### config.mk
export PLATFORM = sky130hd
export DESIGN_NAME = load_cell_tare_and_weight_unit
export DESIGN_NICKNAME = d
export VERILOG_FILES = /design/src/hw/rtl/lctw_pkg.sv /design/src/hw/rtl/lctw_divider.sv /design/src/hw/rtl/lctw_tare.sv /design/src/hw/rtl/load_cell_tare_and_weight_unit.sv
export SDC_FILE = /design/constraint.sdc
export NUM_CORES = 2
export LEC_CHECK = 0
export BUFFER_PORTS_ARGS = -buffer_cell sky130_fd_sc_hd__buf_4
export CAP_MARGIN = 20
export CORE_ASPECT_RATIO = 0.8
export CORE_MARGIN = 2
export CORE_UTILIZATION = 40
export CTS_BUF_LIST = sky130_fd_sc_hd__clkbuf_16
export DETAILED_ROUTE_END_ITERATION = 8
export PLACE_DENSITY_LB_ADDON = 0.12
export SLEW_MARGIN = 20
export SYNTH_ARGS = -nofsm -noshare
export SYNTH_HDL_FRONTEND = slang
export SYNTH_SLANG_ARGS = --single-unit
### constraint.sdc
create_clock -name clock -period 39.6 [get_ports clock]
set_input_delay 3.96 -clock clock [delete_from_list [all_inputs] [get_ports clock]]
set_output_delay 3.96 -clock clock [all_outputs]
set_load 0.1 [all_outputs]
### src/hw/rtl/lctw_pkg.sv
// ----------------------------------------------------------------------------
// Load cell package
// Widths, codes, reset values and shared types of the load cell unit.
// ----------------------------------------------------------------------------
package lctw_pkg;

   localparam int SAMPLE_W = 24;
   localparam int E_W      = 26;
   localparam int DX_W     = 25;
   localparam int MUL_W    = 27;
   localparam int ACC_W    = 54;
   localparam int WEIGHT_W = 32;

   // Opcodes
   localparam logic [1:0] OP_CONVERT = 2'd0;
   localparam logic [1:0] OP_TARE    = 2'd1;
   localparam logic [1:0] OP_LOAD    = 2'd2;

   // Result status codes
   localparam logic [1:0] STS_WEIGHT = 2'd0;
   localparam logic [1:0] STS_STABLE = 2'd1;
   localparam logic [1:0] STS_FAILED = 2'd2;

   // Register indexes
   localparam logic [2:0] CSR_POINT0_COUNT = 3'd0;
   localparam logic [2:0] CSR_POINT0_MASS  = 3'd4;

   localparam logic signed [WEIGHT_W-1:0] WEIGHT_MAX = 32'sh7FFFFFFF;
   localparam logic signed [WEIGHT_W-1:0] WEIGHT_MIN = 32'sh80000000;

   localparam logic signed [SAMPLE_W-1:0] COUNT_RESET [4] =
      '{24'sd235469, 24'sd546061, 24'sd856428, 24'sd1477409};
   localparam logic signed [SAMPLE_W-1:0] MASS_RESET [4] =
      '{24'sd0, 24'sd12800, 24'sd25600, 24'sd51200};

   typedef enum logic [2:0] {
      S_IDLE,
      S_SEL,
      S_MUL,
      S_DIV,
      S_PUT
   } state_type;

   typedef struct packed {
      logic                stable;
      logic                fail;
      logic [SAMPLE_W-1:0] spread;
   } tare_evt_type;

endpackage

### src/hw/rtl/lctw_divider.sv
// ----------------------------------------------------------------------------
// Load cell serial divider
// Signed restoring division, one quotient bit per cycle, truncating to zero.
// ----------------------------------------------------------------------------
module lctw_divider (
   input  logic                               clock,
   input  logic                               reset,
   input  logic                               start,
   input  logic signed [lctw_pkg::ACC_W-1:0]  dividend,
   input  logic signed [lctw_pkg::DX_W-1:0]   divisor,
   output logic                               done,
   output logic signed [lctw_pkg::ACC_W-1:0]  quotient
);
   import lctw_pkg::*;

   localparam int CNT_W = $clog2(ACC_W);

   logic                 busy_ff;
   logic [CNT_W-1:0]     cnt_ff;
   logic                 done_ff;
   logic                 neg_ff;
   logic [ACC_W-1:0]     dq_ff;
   logic [DX_W-1:0]      rem_ff;
   logic [DX_W-1:0]      dmag_ff;
   logic [DX_W:0]        rem_sh;
   logic [DX_W:0]        diff;
   logic                 ge;
   logic                 last;

   // Shift in one dividend bit and trial-subtract
   always_comb begin
      rem_sh = {rem_ff, dq_ff[ACC_W-1]};
      diff   = rem_sh - {1'b0, dmag_ff};
      ge     = rem_sh >= {1'b0, dmag_ff};
      last   = cnt_ff == CNT_W'(ACC_W - 1);
   end

   // Control
   always_ff @(posedge clock) begin
      if (reset) begin
         busy_ff <= 1'b0;
         done_ff <= 1'b0;
         cnt_ff  <= '0;
      end else begin
         done_ff <= busy_ff && last;
         if (start) begin
            busy_ff <= 1'b1;
            cnt_ff  <= '0;
         end else if (busy_ff) begin
            cnt_ff <= cnt_ff + 1'b1;
            if (last) begin
               busy_ff <= 1'b0;
            end
         end
      end
   end

   // Datapath: load magnitudes, then iterate
   always_ff @(posedge clock) begin
      if (start) begin
         dq_ff   <= dividend[ACC_W-1] ? ACC_W'(-dividend) : ACC_W'(dividend);
         dmag_ff <= divisor[DX_W-1] ? DX_W'(-divisor) : DX_W'(divisor);
         neg_ff  <= dividend[ACC_W-1] ^ divisor[DX_W-1];
         rem_ff  <= '0;
      end else if (busy_ff) begin
         dq_ff  <= {dq_ff[ACC_W-2:0], ge};
         rem_ff <= ge ? diff[DX_W-1:0] : rem_sh[DX_W-1:0];
      end
   end

   assign done     = done_ff;
   assign quotient = neg_ff ? -$signed(dq_ff) : $signed(dq_ff);

endmodule

### src/hw/rtl/lctw_tare.sv
// ----------------------------------------------------------------------------
// Load cell tare tracker
// Median of three, window accumulation, spread check and round counting.
// ----------------------------------------------------------------------------
module lctw_tare #(
   parameter int TARE_WINDOW   = 32,
   parameter int TARE_ROUNDS   = 10,
   parameter int STABLE_SPREAD = 300,
   parameter int SUM_W         = 30
) (
   input  logic                                 clock,
   input  logic                                 reset,
   input  logic                                 step,
   input  logic signed [lctw_pkg::SAMPLE_W-1:0] sample,
   output lctw_pkg::tare_evt_type               evt,
   output logic signed [SUM_W-1:0]              sum
);
   import lctw_pkg::*;

   localparam int CNT_W = $clog2(TARE_WINDOW + 1);
   localparam int RND_W = $clog2(TARE_ROUNDS + 1);

   logic signed [SAMPLE_W-1:0] store_ff [2];
   logic [1:0]                 fill_ff;
   logic signed [SUM_W-1:0]    sum_ff;
   logic signed [SAMPLE_W-1:0] min_ff;
   logic signed [SAMPLE_W-1:0] max_ff;
   logic [CNT_W-1:0]           count_ff;
   logic [RND_W-1:0]           round_ff;

   logic signed [SAMPLE_W-1:0] med;
   logic signed [SAMPLE_W-1:0] lo;
   logic signed [SAMPLE_W-1:0] hi;
   logic signed [SAMPLE_W-1:0] mid;
   logic signed [SUM_W-1:0]    sum_new;
   logic signed [SAMPLE_W-1:0] min_new;
   logic signed [SAMPLE_W-1:0] max_new;
   logic [CNT_W-1:0]           count_new;
   logic [RND_W-1:0]           round_new;
   logic signed [SAMPLE_W:0]   spread_v;
   logic                       triplet;
   logic                       full;
   logic                       stable;
   logic                       give_up;

   // Median of the stored pair and this sample, then the window update
   always_comb begin
      lo        = (store_ff[0] < store_ff[1]) ? store_ff[0] : store_ff[1];
      hi        = (store_ff[0] < store_ff[1]) ? store_ff[1] : store_ff[0];
      mid       = (hi < sample) ? hi : sample;
      med       = (lo > mid) ? lo : mid;
      sum_new   = sum_ff + SUM_W'(med);
      min_new   = (med < min_ff) ? med : min_ff;
      max_new   = (med > max_ff) ? med : max_ff;
      count_new = count_ff + 1'b1;
      round_new = round_ff + 1'b1;
      spread_v  = (SAMPLE_W+1)'(max_new) - (SAMPLE_W+1)'(min_new);
      triplet   = step && (fill_ff == 2'd2);
      full      = count_new == CNT_W'(TARE_WINDOW);
      stable    = spread_v < $signed((SAMPLE_W+1)'(STABLE_SPREAD));
      give_up   = round_new == RND_W'(TARE_ROUNDS);
   end

   assign evt.stable = triplet && full && stable;
   assign evt.fail   = triplet && full && !stable && give_up;
   assign evt.spread = spread_v[SAMPLE_W-1:0];
   assign sum        = sum_new;

   // Hold the first two samples of a triplet
   always_ff @(posedge clock) begin
      if (step && !fill_ff[1]) begin
         store_ff[fill_ff[0]] <= sample;
      end
   end

   // Advance the window and round state
   always_ff @(posedge clock) begin
      if (reset) begin
         fill_ff  <= '0;
         sum_ff   <= '0;
         min_ff   <= {1'b0, {(SAMPLE_W-1){1'b1}}};
         max_ff   <= {1'b1, {(SAMPLE_W-1){1'b0}}};
         count_ff <= '0;
         round_ff <= '0;
      end else if (step) begin
         if (!fill_ff[1]) begin
            fill_ff <= fill_ff + 1'b1;
         end else begin
            fill_ff <= '0;
            if (!full) begin
               sum_ff   <= sum_new;
               min_ff   <= min_new;
               max_ff   <= max_new;
               count_ff <= count_new;
            end else begin
               sum_ff   <= '0;
               min_ff   <= {1'b0, {(SAMPLE_W-1){1'b1}}};
               max_ff   <= {1'b1, {(SAMPLE_W-1){1'b0}}};
               count_ff <= '0;
               if (stable || give_up) begin
                  round_ff <= '0;
               end else begin
                  round_ff <= round_new;
               end
            end
         end
      end
   end

endmodule

### src/hw/rtl/load_cell_tare_and_weight_unit.sv
// ----------------------------------------------------------------------------
// Load cell tare and weight unit
// Converts load cell counts to weight over four calibration points and
// determines the tare offset from windows of median-filtered samples.
// ----------------------------------------------------------------------------
// One transaction is taken at a time. Load offset, unused opcodes and tare
// samples that close no window are handled in the idle state. A convert
// steps through forming the shifted count, choosing the segment, the
// bit-serial multiply-accumulate of the numerator, the shared serial
// divider, which yields one quotient bit per cycle, and handing the
// result to the output register; a convert on a zero-width segment skips the
// multiply and the divide. A tare sample that closes a stable window runs in
// the same divider; a failed tare goes straight to the output hand-off. A
// finished result waits in the output register while the next transaction is
// accepted.
module load_cell_tare_and_weight_unit #(
   parameter int TARE_WINDOW   = 32,
   parameter int TARE_ROUNDS   = 10,
   parameter int STABLE_SPREAD = 300
) (
   input  logic                                 clock,
   input  logic                                 reset,
   input  logic                                 req_valid,
   output logic                                 req_stall,
   input  logic [1:0]                           req_opcode,
   input  logic signed [lctw_pkg::SAMPLE_W-1:0] req_sample,
   output logic                                 rsp_valid,
   input  logic                                 rsp_stall,
   output logic [1:0]                           rsp_status,
   output logic signed [lctw_pkg::WEIGHT_W-1:0] rsp_weight,
   output logic signed [lctw_pkg::SAMPLE_W-1:0] rsp_offset,
   output logic [lctw_pkg::SAMPLE_W-1:0]        rsp_spread,
   input  logic                                 csr_we,
   input  logic [2:0]                           csr_index,
   input  logic [lctw_pkg::SAMPLE_W-1:0]        csr_wdata
);
   import lctw_pkg::*;

   localparam int SUM_W = SAMPLE_W + $clog2(TARE_WINDOW + 1);
   localparam int K_W   = $clog2(MUL_W);

   state_type                  state_ff, state_in;
   logic signed [SAMPLE_W-1:0] cnt_ff [4];
   logic signed [SAMPLE_W-1:0] mass_ff [4];
   logic signed [SAMPLE_W-1:0] offset_ff;
   logic signed [E_W-1:0]      e_ff;
   logic signed [ACC_W-1:0]    a_ff, c_ff, acc_ff;
   logic signed [MUL_W-1:0]    b_ff, d_ff;
   logic [K_W-1:0]             k_ff;
   logic signed [DX_W-1:0]     dx_ff;
   logic                       for_tare_ff;
   logic [SAMPLE_W-1:0]        spread_ff;
   logic [1:0]                 res_status_ff;
   logic signed [WEIGHT_W-1:0] res_weight_ff;
   logic                       rsp_valid_ff;
   logic [1:0]                 rsp_status_ff;
   logic signed [WEIGHT_W-1:0] rsp_weight_ff;
   logic signed [SAMPLE_W-1:0] rsp_offset_ff;
   logic [SAMPLE_W-1:0]        rsp_spread_ff;

   logic                       accept;
   logic                       tare_step;
   tare_evt_type               tare_evt;
   logic signed [SUM_W-1:0]    tare_sum;
   logic                       div_start;
   logic signed [ACC_W-1:0]    div_dvd;
   logic signed [DX_W-1:0]     div_dvs;
   logic                       div_done;
   logic signed [ACC_W-1:0]    div_q;
   logic signed [WEIGHT_W-1:0] sat_weight;
   logic signed [E_W-1:0]      ce [4];
   logic [1:0]                 lo_i, hi_i, base_i;
   logic signed [DX_W-1:0]     dx, dy;
   logic signed [MUL_W-1:0]    dd;
   logic signed [ACC_W-1:0]    ta, tc, acc_next;
   logic                       mul_last;
   logic                       rsp_load;

   assign accept    = req_valid && !req_stall;
   assign req_stall = state_ff != S_IDLE;
   assign tare_step = accept && (req_opcode == OP_TARE);

   lctw_tare #(
      .TARE_WINDOW   (TARE_WINDOW),
      .TARE_ROUNDS   (TARE_ROUNDS),
      .STABLE_SPREAD (STABLE_SPREAD),
      .SUM_W         (SUM_W)
   ) u_tare (
      .clock  (clock),
      .reset  (reset),
      .step   (tare_step),
      .sample (req_sample),
      .evt    (tare_evt),
      .sum    (tare_sum)
   );

   // Segment choice and operands
   always_comb begin
      for (int i = 0; i < 4; i++) begin
         ce[i] = E_W'(cnt_ff[i]);
      end
      lo_i   = 2'd2;
      hi_i   = 2'd3;
      base_i = 2'd3;
      if (e_ff >= ce[0] && e_ff <= ce[1]) begin
         lo_i = 2'd0; hi_i = 2'd1; base_i = 2'd0;
      end else if (e_ff >= ce[1] && e_ff <= ce[2]) begin
         lo_i = 2'd1; hi_i = 2'd2; base_i = 2'd1;
      end else if (e_ff >= ce[2] && e_ff <= ce[3]) begin
         lo_i = 2'd2; hi_i = 2'd3; base_i = 2'd2;
      end else if (e_ff < ce[0]) begin
         lo_i = 2'd0; hi_i = 2'd1; base_i = 2'd0;
      end
      dx = DX_W'(cnt_ff[hi_i]) - DX_W'(cnt_ff[lo_i]);
      dy = DX_W'(mass_ff[hi_i]) - DX_W'(mass_ff[lo_i]);
      dd = MUL_W'(e_ff) - MUL_W'(cnt_ff[base_i]);
   end

   // One multiplier bit of each product per cycle; top bit weighs negative
   always_comb begin
      mul_last = k_ff == K_W'(MUL_W - 1);
      ta       = b_ff[0] ? a_ff : '0;
      tc       = d_ff[0] ? c_ff : '0;
      if (mul_last) begin
         ta = -ta;
         tc = -tc;
      end
      acc_next = acc_ff + ta + tc;
   end

   // Divider operands
   always_comb begin
      div_start = 1'b0;
      div_dvd   = acc_next;
      div_dvs   = dx_ff;
      if (state_ff == S_IDLE) begin
         div_start = tare_step && tare_evt.stable;
         div_dvd   = ACC_W'(tare_sum);
         div_dvs   = DX_W'(TARE_WINDOW);
      end else if (state_ff == S_MUL) begin
         div_start = mul_last;
      end
   end

   lctw_divider u_divider (
      .clock    (clock),
      .reset    (reset),
      .start    (div_start),
      .dividend (div_dvd),
      .divisor  (div_dvs),
      .done     (div_done),
      .quotient (div_q)
   );

   // Saturate the quotient to the weight range
   always_comb begin
      if (div_q > ACC_W'(WEIGHT_MAX)) begin
         sat_weight = WEIGHT_MAX;
      end else if (div_q < ACC_W'(WEIGHT_MIN)) begin
         sat_weight = WEIGHT_MIN;
      end else begin
         sat_weight = div_q[WEIGHT_W-1:0];
      end
   end

   assign rsp_load = (state_ff == S_PUT) && (!rsp_valid_ff || !rsp_stall);

   // Next state
   always_comb begin
      state_in = state_ff;
      unique case (state_ff)
         S_IDLE: begin
            if (accept && req_opcode == OP_CONVERT) begin
               state_in = S_SEL;
            end else if (tare_step && tare_evt.stable) begin
               state_in = S_DIV;
            end else if (tare_step && tare_evt.fail) begin
               state_in = S_PUT;
            end
         end
         S_SEL: begin
            state_in = (dx == '0) ? S_PUT : S_MUL;
         end
         S_MUL: begin
            if (mul_last) begin
               state_in = S_DIV;
            end
         end
         S_DIV: begin
            if (div_done) begin
               state_in = S_PUT;
            end
         end
         S_PUT: begin
            if (rsp_load) begin
               state_in = S_IDLE;
            end
         end
         default: state_in = S_IDLE;
      endcase
   end

   always_ff @(posedge clock) begin
      if (reset) begin
         state_ff <= S_IDLE;
      end else begin
         state_ff <= state_in;
      end
   end

   // Calibration registers and tare offset
   always_ff @(posedge clock) begin
      if (reset) begin
         for (int i = 0; i < 4; i++) begin
            cnt_ff[i]  <= COUNT_RESET[i];
            mass_ff[i] <= MASS_RESET[i];
         end
         offset_ff <= '0;
      end else begin
         if (csr_we) begin
            if (csr_index < CSR_POINT0_MASS) begin
               cnt_ff[csr_index[1:0]] <= csr_wdata;
            end else begin
               mass_ff[csr_index[1:0]] <= csr_wdata;
            end
         end
         if (accept && req_opcode == OP_LOAD) begin
            offset_ff <= req_sample;
         end else if (state_ff == S_DIV && div_done && for_tare_ff) begin
            offset_ff <= div_q[SAMPLE_W-1:0];
         end
      end
   end

   // Convert and tare datapath
   always_ff @(posedge clock) begin
      case (state_ff)
         S_IDLE: begin
            if (accept && req_opcode == OP_CONVERT) begin
               e_ff        <= E_W'(req_sample) - E_W'(offset_ff) + E_W'(cnt_ff[0]);
               spread_ff   <= '0;
               for_tare_ff <= 1'b0;
            end else if (tare_step) begin
               spread_ff     <= tare_evt.spread;
               for_tare_ff   <= 1'b1;
               res_status_ff <= STS_FAILED;
               res_weight_ff <= '0;
            end
         end
         S_SEL: begin
            a_ff          <= ACC_W'(mass_ff[base_i]);
            b_ff          <= MUL_W'(dx);
            c_ff          <= ACC_W'(dy);
            d_ff          <= dd;
            dx_ff         <= dx;
            acc_ff        <= '0;
            k_ff          <= '0;
            res_status_ff <= STS_WEIGHT;
            res_weight_ff <= WEIGHT_W'(mass_ff[lo_i]);
         end
         S_MUL: begin
            acc_ff <= acc_next;
            a_ff   <= a_ff <<< 1;
            c_ff   <= c_ff <<< 1;
            b_ff   <= b_ff >>> 1;
            d_ff   <= d_ff >>> 1;
            k_ff   <= k_ff + 1'b1;
         end
         S_DIV: begin
            if (div_done) begin
               res_status_ff <= for_tare_ff ? STS_STABLE : STS_WEIGHT;
               res_weight_ff <= for_tare_ff ? '0 : sat_weight;
            end
         end
         default: begin
         end
      endcase
   end

   // Output register: load when free, drop when taken
   always_ff @(posedge clock) begin
      if (reset) begin
         rsp_valid_ff <= 1'b0;
      end else if (rsp_load) begin
         rsp_valid_ff <= 1'b1;
      end else if (!rsp_stall) begin
         rsp_valid_ff <= 1'b0;
      end
   end

   always_ff @(posedge clock) begin
      if (rsp_load) begin
         rsp_status_ff <= res_status_ff;
         rsp_weight_ff <= res_weight_ff;
         rsp_offset_ff <= offset_ff;
         rsp_spread_ff <= spread_ff;
      end
   end

   assign rsp_valid  = rsp_valid_ff;
   assign rsp_status = rsp_status_ff;
   assign rsp_weight = rsp_weight_ff;
   assign rsp_offset = rsp_offset_ff;
   assign rsp_spread = rsp_spread_ff;

endmodule

==> results by group <==
Critical path
  • Setup crit start kind: input pin
  • Worst path most repeated cell: buf_4
  • Kind of critical path: in2reg
  • Worst Path Max Fanout: 75
  • CP arrival: 18.00 ns
  • Setup crit end kind: register
  • RR Startpoint: u_tare.store_ff[0][23]$_DFFE_PP_
  • Critical Path Start: req_sample[17]
  • CP Data Required Time: between 40 and 50 ns
  • Slowest Stage Delay on Critical Path: roughly 0.8 ns
  • Critical Path Slowest Stage Cell: buf_4

Clock tree
  • Clock-pin slew on the worst setup and hold paths: around 0.06 ns
  • Clock Tree Buf Depth: 3
  • CTS-repair resized insts: 0
  • Clk root buf: clkbuf_16
  • Num CTS Buffers: 103
  • Clock Sink Count: about 900
  • CTS tree: yes
  • Worst-Skew Late Latency: ~0.75 ns
  • H-tree levels: 3
  • CTS Hold Buffers Added: 0
  • Setup Buffers After CTS: 0

Synth
  • Post-synth ARST share: 0%
  • Synth warn: 0
  • Mapped Nets: about 7300
  • Post-synth EDFFs: around 730
  • Synthesized flop and latch total: slightly below 900
  • Register area share after synthesis: 40.23%
  • Post-synth cell types: slightly above 100
  • Post-synthesis cell area: between 60000 and 70000 sq um
  • Top FF cell, synth: edfxtp_1
  • Post-Syn Instances: roughly 6700
  • Mapped Avg Cell Area: 9.256 sq um

Power and ir drop
  • Maximum VDD drop: 45.26 uV
  • PD cells: approximately 68 nW/um^2
  • Psw: 2.128 mW
  • Internal power: around 2.6 mW
  • Power share of the clock group: a little over a fifth
  • Switching share of power: between 40 and 50%
  • Logic pwr share: ~52%
  • Leak: roughly 28 nW
  • Seq pwr share: 26.8%

Place
  • Hpwl dp: roughly 160000 um
  • Placed cell count: 8714
  • Routability Congestion: 0.9106
  • IO Port Bufs: 141

Route
  • Post-DRT Antenna Nets: 0
  • Routed WL per cell: approximately 23 um
  • Final WL: approximately 210000 um
  • DRC Markers: 0
  • DR vias/cell: 5.573
  • DRC marker count from the first detailed-route iteration: about 4200
  • DR vias: ~50000
  • Drt pass-1 iters: 6

Run
  • Max-capacitance violation count: 0

Layout
  • Most frequent cells in the layout: edfxtp_1, nand2_1, inv_1
  • Final Non-Filler Cells: 8910
  • Layout cells sized above 1: approximately 8.9%
  • Fill cell count: roughly 15000
  • Commonest non-fill, non-tap cell in the layout: edfxtp_1
  • Layout area overhead: 11.04%
  • Nets: approximately 7400

Timing
  • Final setup skew: 0.04780 ns
  • RSZ-0062 raised after global routing: no
  • Final count of hold timing violations: 0
  • Final Critical Period: between 15 and 20 ns
  • Final cycle utilization of the critical path: about 44%
  • Fin. max-slew vios: 0
  • Slew headroom: roughly 25%
  • Worst slew pin tran: approximately 1.1 ns
  • Final TNS setup: 0 ns
  • Hold slack: roughly 0.41 ns
  • Setup violators final: 0
  • Fmax: 57.15 MHz

Hold path
  • Hold path startpoint: spread_ff[11]$_SDFFCE_PP0P_
  • Worst min path class: reg2reg

Floorplanning
  • Initial Util: around two fifths
  • Die Width: 445.0 um
  • Num rows: between 100 and 150
  • Io pins: ~140
  • Die Span Y: approximately 360 um
  • Core area: approximately 150000 sq um
  • Die ar.: 158800 sq um

Global routing
  • Total GRT Usage: around 26%
  • GRT overflow: 0
  • Initial antenna violation count: 11
  • Vias in the first global route: around 47000
  • Largest net degree at the start of global routing: 170
  • First-pass GRT wire length: around 310000 um

Outcome
  • Status: completed
## sequential cells by signal, summed over array words and instances, names as in the netlist, 24 cells and up
name and count:
u_divider.dmag_ff 25, e_ff 26, u_tare.store_ff 48, spread_ff 24, u_divider.dq_ff 54, res_weight_ff 32
u_tare.max_ff 24, dx_ff 25, u_tare.min_ff 24, a_ff 54, u_divider.rem_ff 25, b_ff 27
acc_ff 54, u_tare.sum_ff 30, rsp_weight 32, offset_ff 24, rsp_offset 24, rsp_spread 24
c_ff 54, d_ff 27, cnt_ff 96, mass_ff 96
## cell type report
| class | count | area [sq um] | area share [%] |
|---|---|---|---|
| Clock buffer | 104 | 2603 | 3.766 |
| Multi-Input combinational cell | 4998 | 34200 | 49.49 |
| Timing Repair Buffer | 234 | 1785 | 2.584 |
| Clock inverter | 89 | 794.5 | 1.150 |
| Sequential cell | 884 | 25040 | 36.23 |
| Inverter | 569 | 2138 | 3.095 |
| Antenna cell | 2 | 5.005 | 0.007243 |
| Tap cell | 2030 | 2540 | 3.676 |
## cells by family after synthesis
| family | synth area share, % |
|---|---|
| and+or+nand+nor | 16.52 |
| AOI/OAI and AO/OA | 17.19 |
| DFF | 40.23 |
| buffers and inverters | 5.161 |
| adders and majority gates | 11.96 |
| xor gates and xnor gates | 4.995 |
| muxes | 3.947 |
## cell usage after synthesis, types with 19 or more instances
| master | instances | area share (%) |
|---|---|---|
| inv_1 | 566 | 3.4 |
| dfxtp_1 | 151 | 4.9 |
| nor3_1 | 103 | 0.83 |
| nand2_1 | 723 | 4.4 |
| or3_1 | 49 | 0.49 |
| ha_1 | 458 | 9.2 |
| o41ai_1 | 22 | 0.31 |
| a21o_1 | 137 | 1.7 |
| a211oi_1 | 54 | 0.65 |
| o31ai_1 | 57 | 0.69 |
| mux2_2 | 104 | 1.9 |
| nand2b_1 | 110 | 1.1 |
| o21a_1 | 67 | 0.81 |
| xor2_1 | 153 | 2.2 |
| nand3_1 | 108 | 0.87 |
| edfxtp_1 | 733 | 35 |
| and2_1 | 196 | 2.0 |
| a21boi_0 | 47 | 0.57 |
| buf_1 | 38 | 0.23 |
| nor2_1 | 554 | 3.3 |
| o211ai_1 | 62 | 0.75 |
| or4_1 | 19 | 0.23 |
| a22oi_1 | 41 | 0.49 |
| nor4_1 | 34 | 0.34 |
| xnor2_1 | 200 | 2.8 |
| or2_2 | 48 | 0.48 |
| o21bai_1 | 22 | 0.27 |
| mux2i_1 | 118 | 1.9 |
| nor2b_1 | 56 | 0.56 |
| o21ai_0 | 513 | 4.1 |
| a31oi_1 | 53 | 0.53 |
| a21oi_1 | 418 | 3.4 |
| o22ai_1 | 24 | 0.24 |
| and3_1 | 42 | 0.42 |
| a22o_1 | 42 | 0.59 |
| fa_1 | 84 | 2.7 |
| clkbuf_1 | 219 | 1.3 |
| nand4_1 | 60 | 0.60 |
## worst paths after layout
kind                             endpoint  slack [ns]  cells past startpoint
max          u_divider.dq_ff[6]$_DFFE_PP_       22.10                     49
min              rsp_spread[11]$_DFFE_PP_        0.41                      0
max reg2reg  u_divider.dq_ff[6]$_DFFE_PP_       22.14                     56
min reg2reg      rsp_spread[11]$_DFFE_PP_        0.41                      0
## power by group through the flow
stage	clock [mW]	sequential (mW)	combinational, mW
finish	0.975	1.26	2.46
global route	1.03	1.27	2.69
CTS	1.00	1.26	2.44
detailed placement	0	1.28	2.43
global placement	0	1.28	2.43
floorplan	0	1.42	1.54
## layer usage
layer	global-route usage [%]	part of all wire (%)	vias to the layer above
met1	38.19	49	23930
met4	6.122	2.5	0
met3	4.174	6.1	221
met2	38.64	43	1373
li1	-	-	24130
met5	0	0	-
## critical path: cells and delay by family
kind                       cells  cell delay, ns
buffers and inverters          8            2.92
and+or+nand+nor               17            3.64
muxes                          2            0.77
xor gates and xnor gates       1            0.28
adders and majority gates      4            1.62
AOI/OAI and AO/OA             17            4.69
## through the flow
step	instance area (sq um)	total power [mW]	utilization (%)	worst slack, ns
6_report	69100	4.691	44.73	22.10
5_1_grt	69090	4.988	44.73	20.99
4_1_cts	69070	4.702	44.71	22.38
3_5_place_dp	65670	3.706	42.52	21.63
3_3_place_gp	65670	3.703	42.52	21.75
2_1_floorplan	62230	2.969	-	23.55
(Power assumes the default switching activity.)
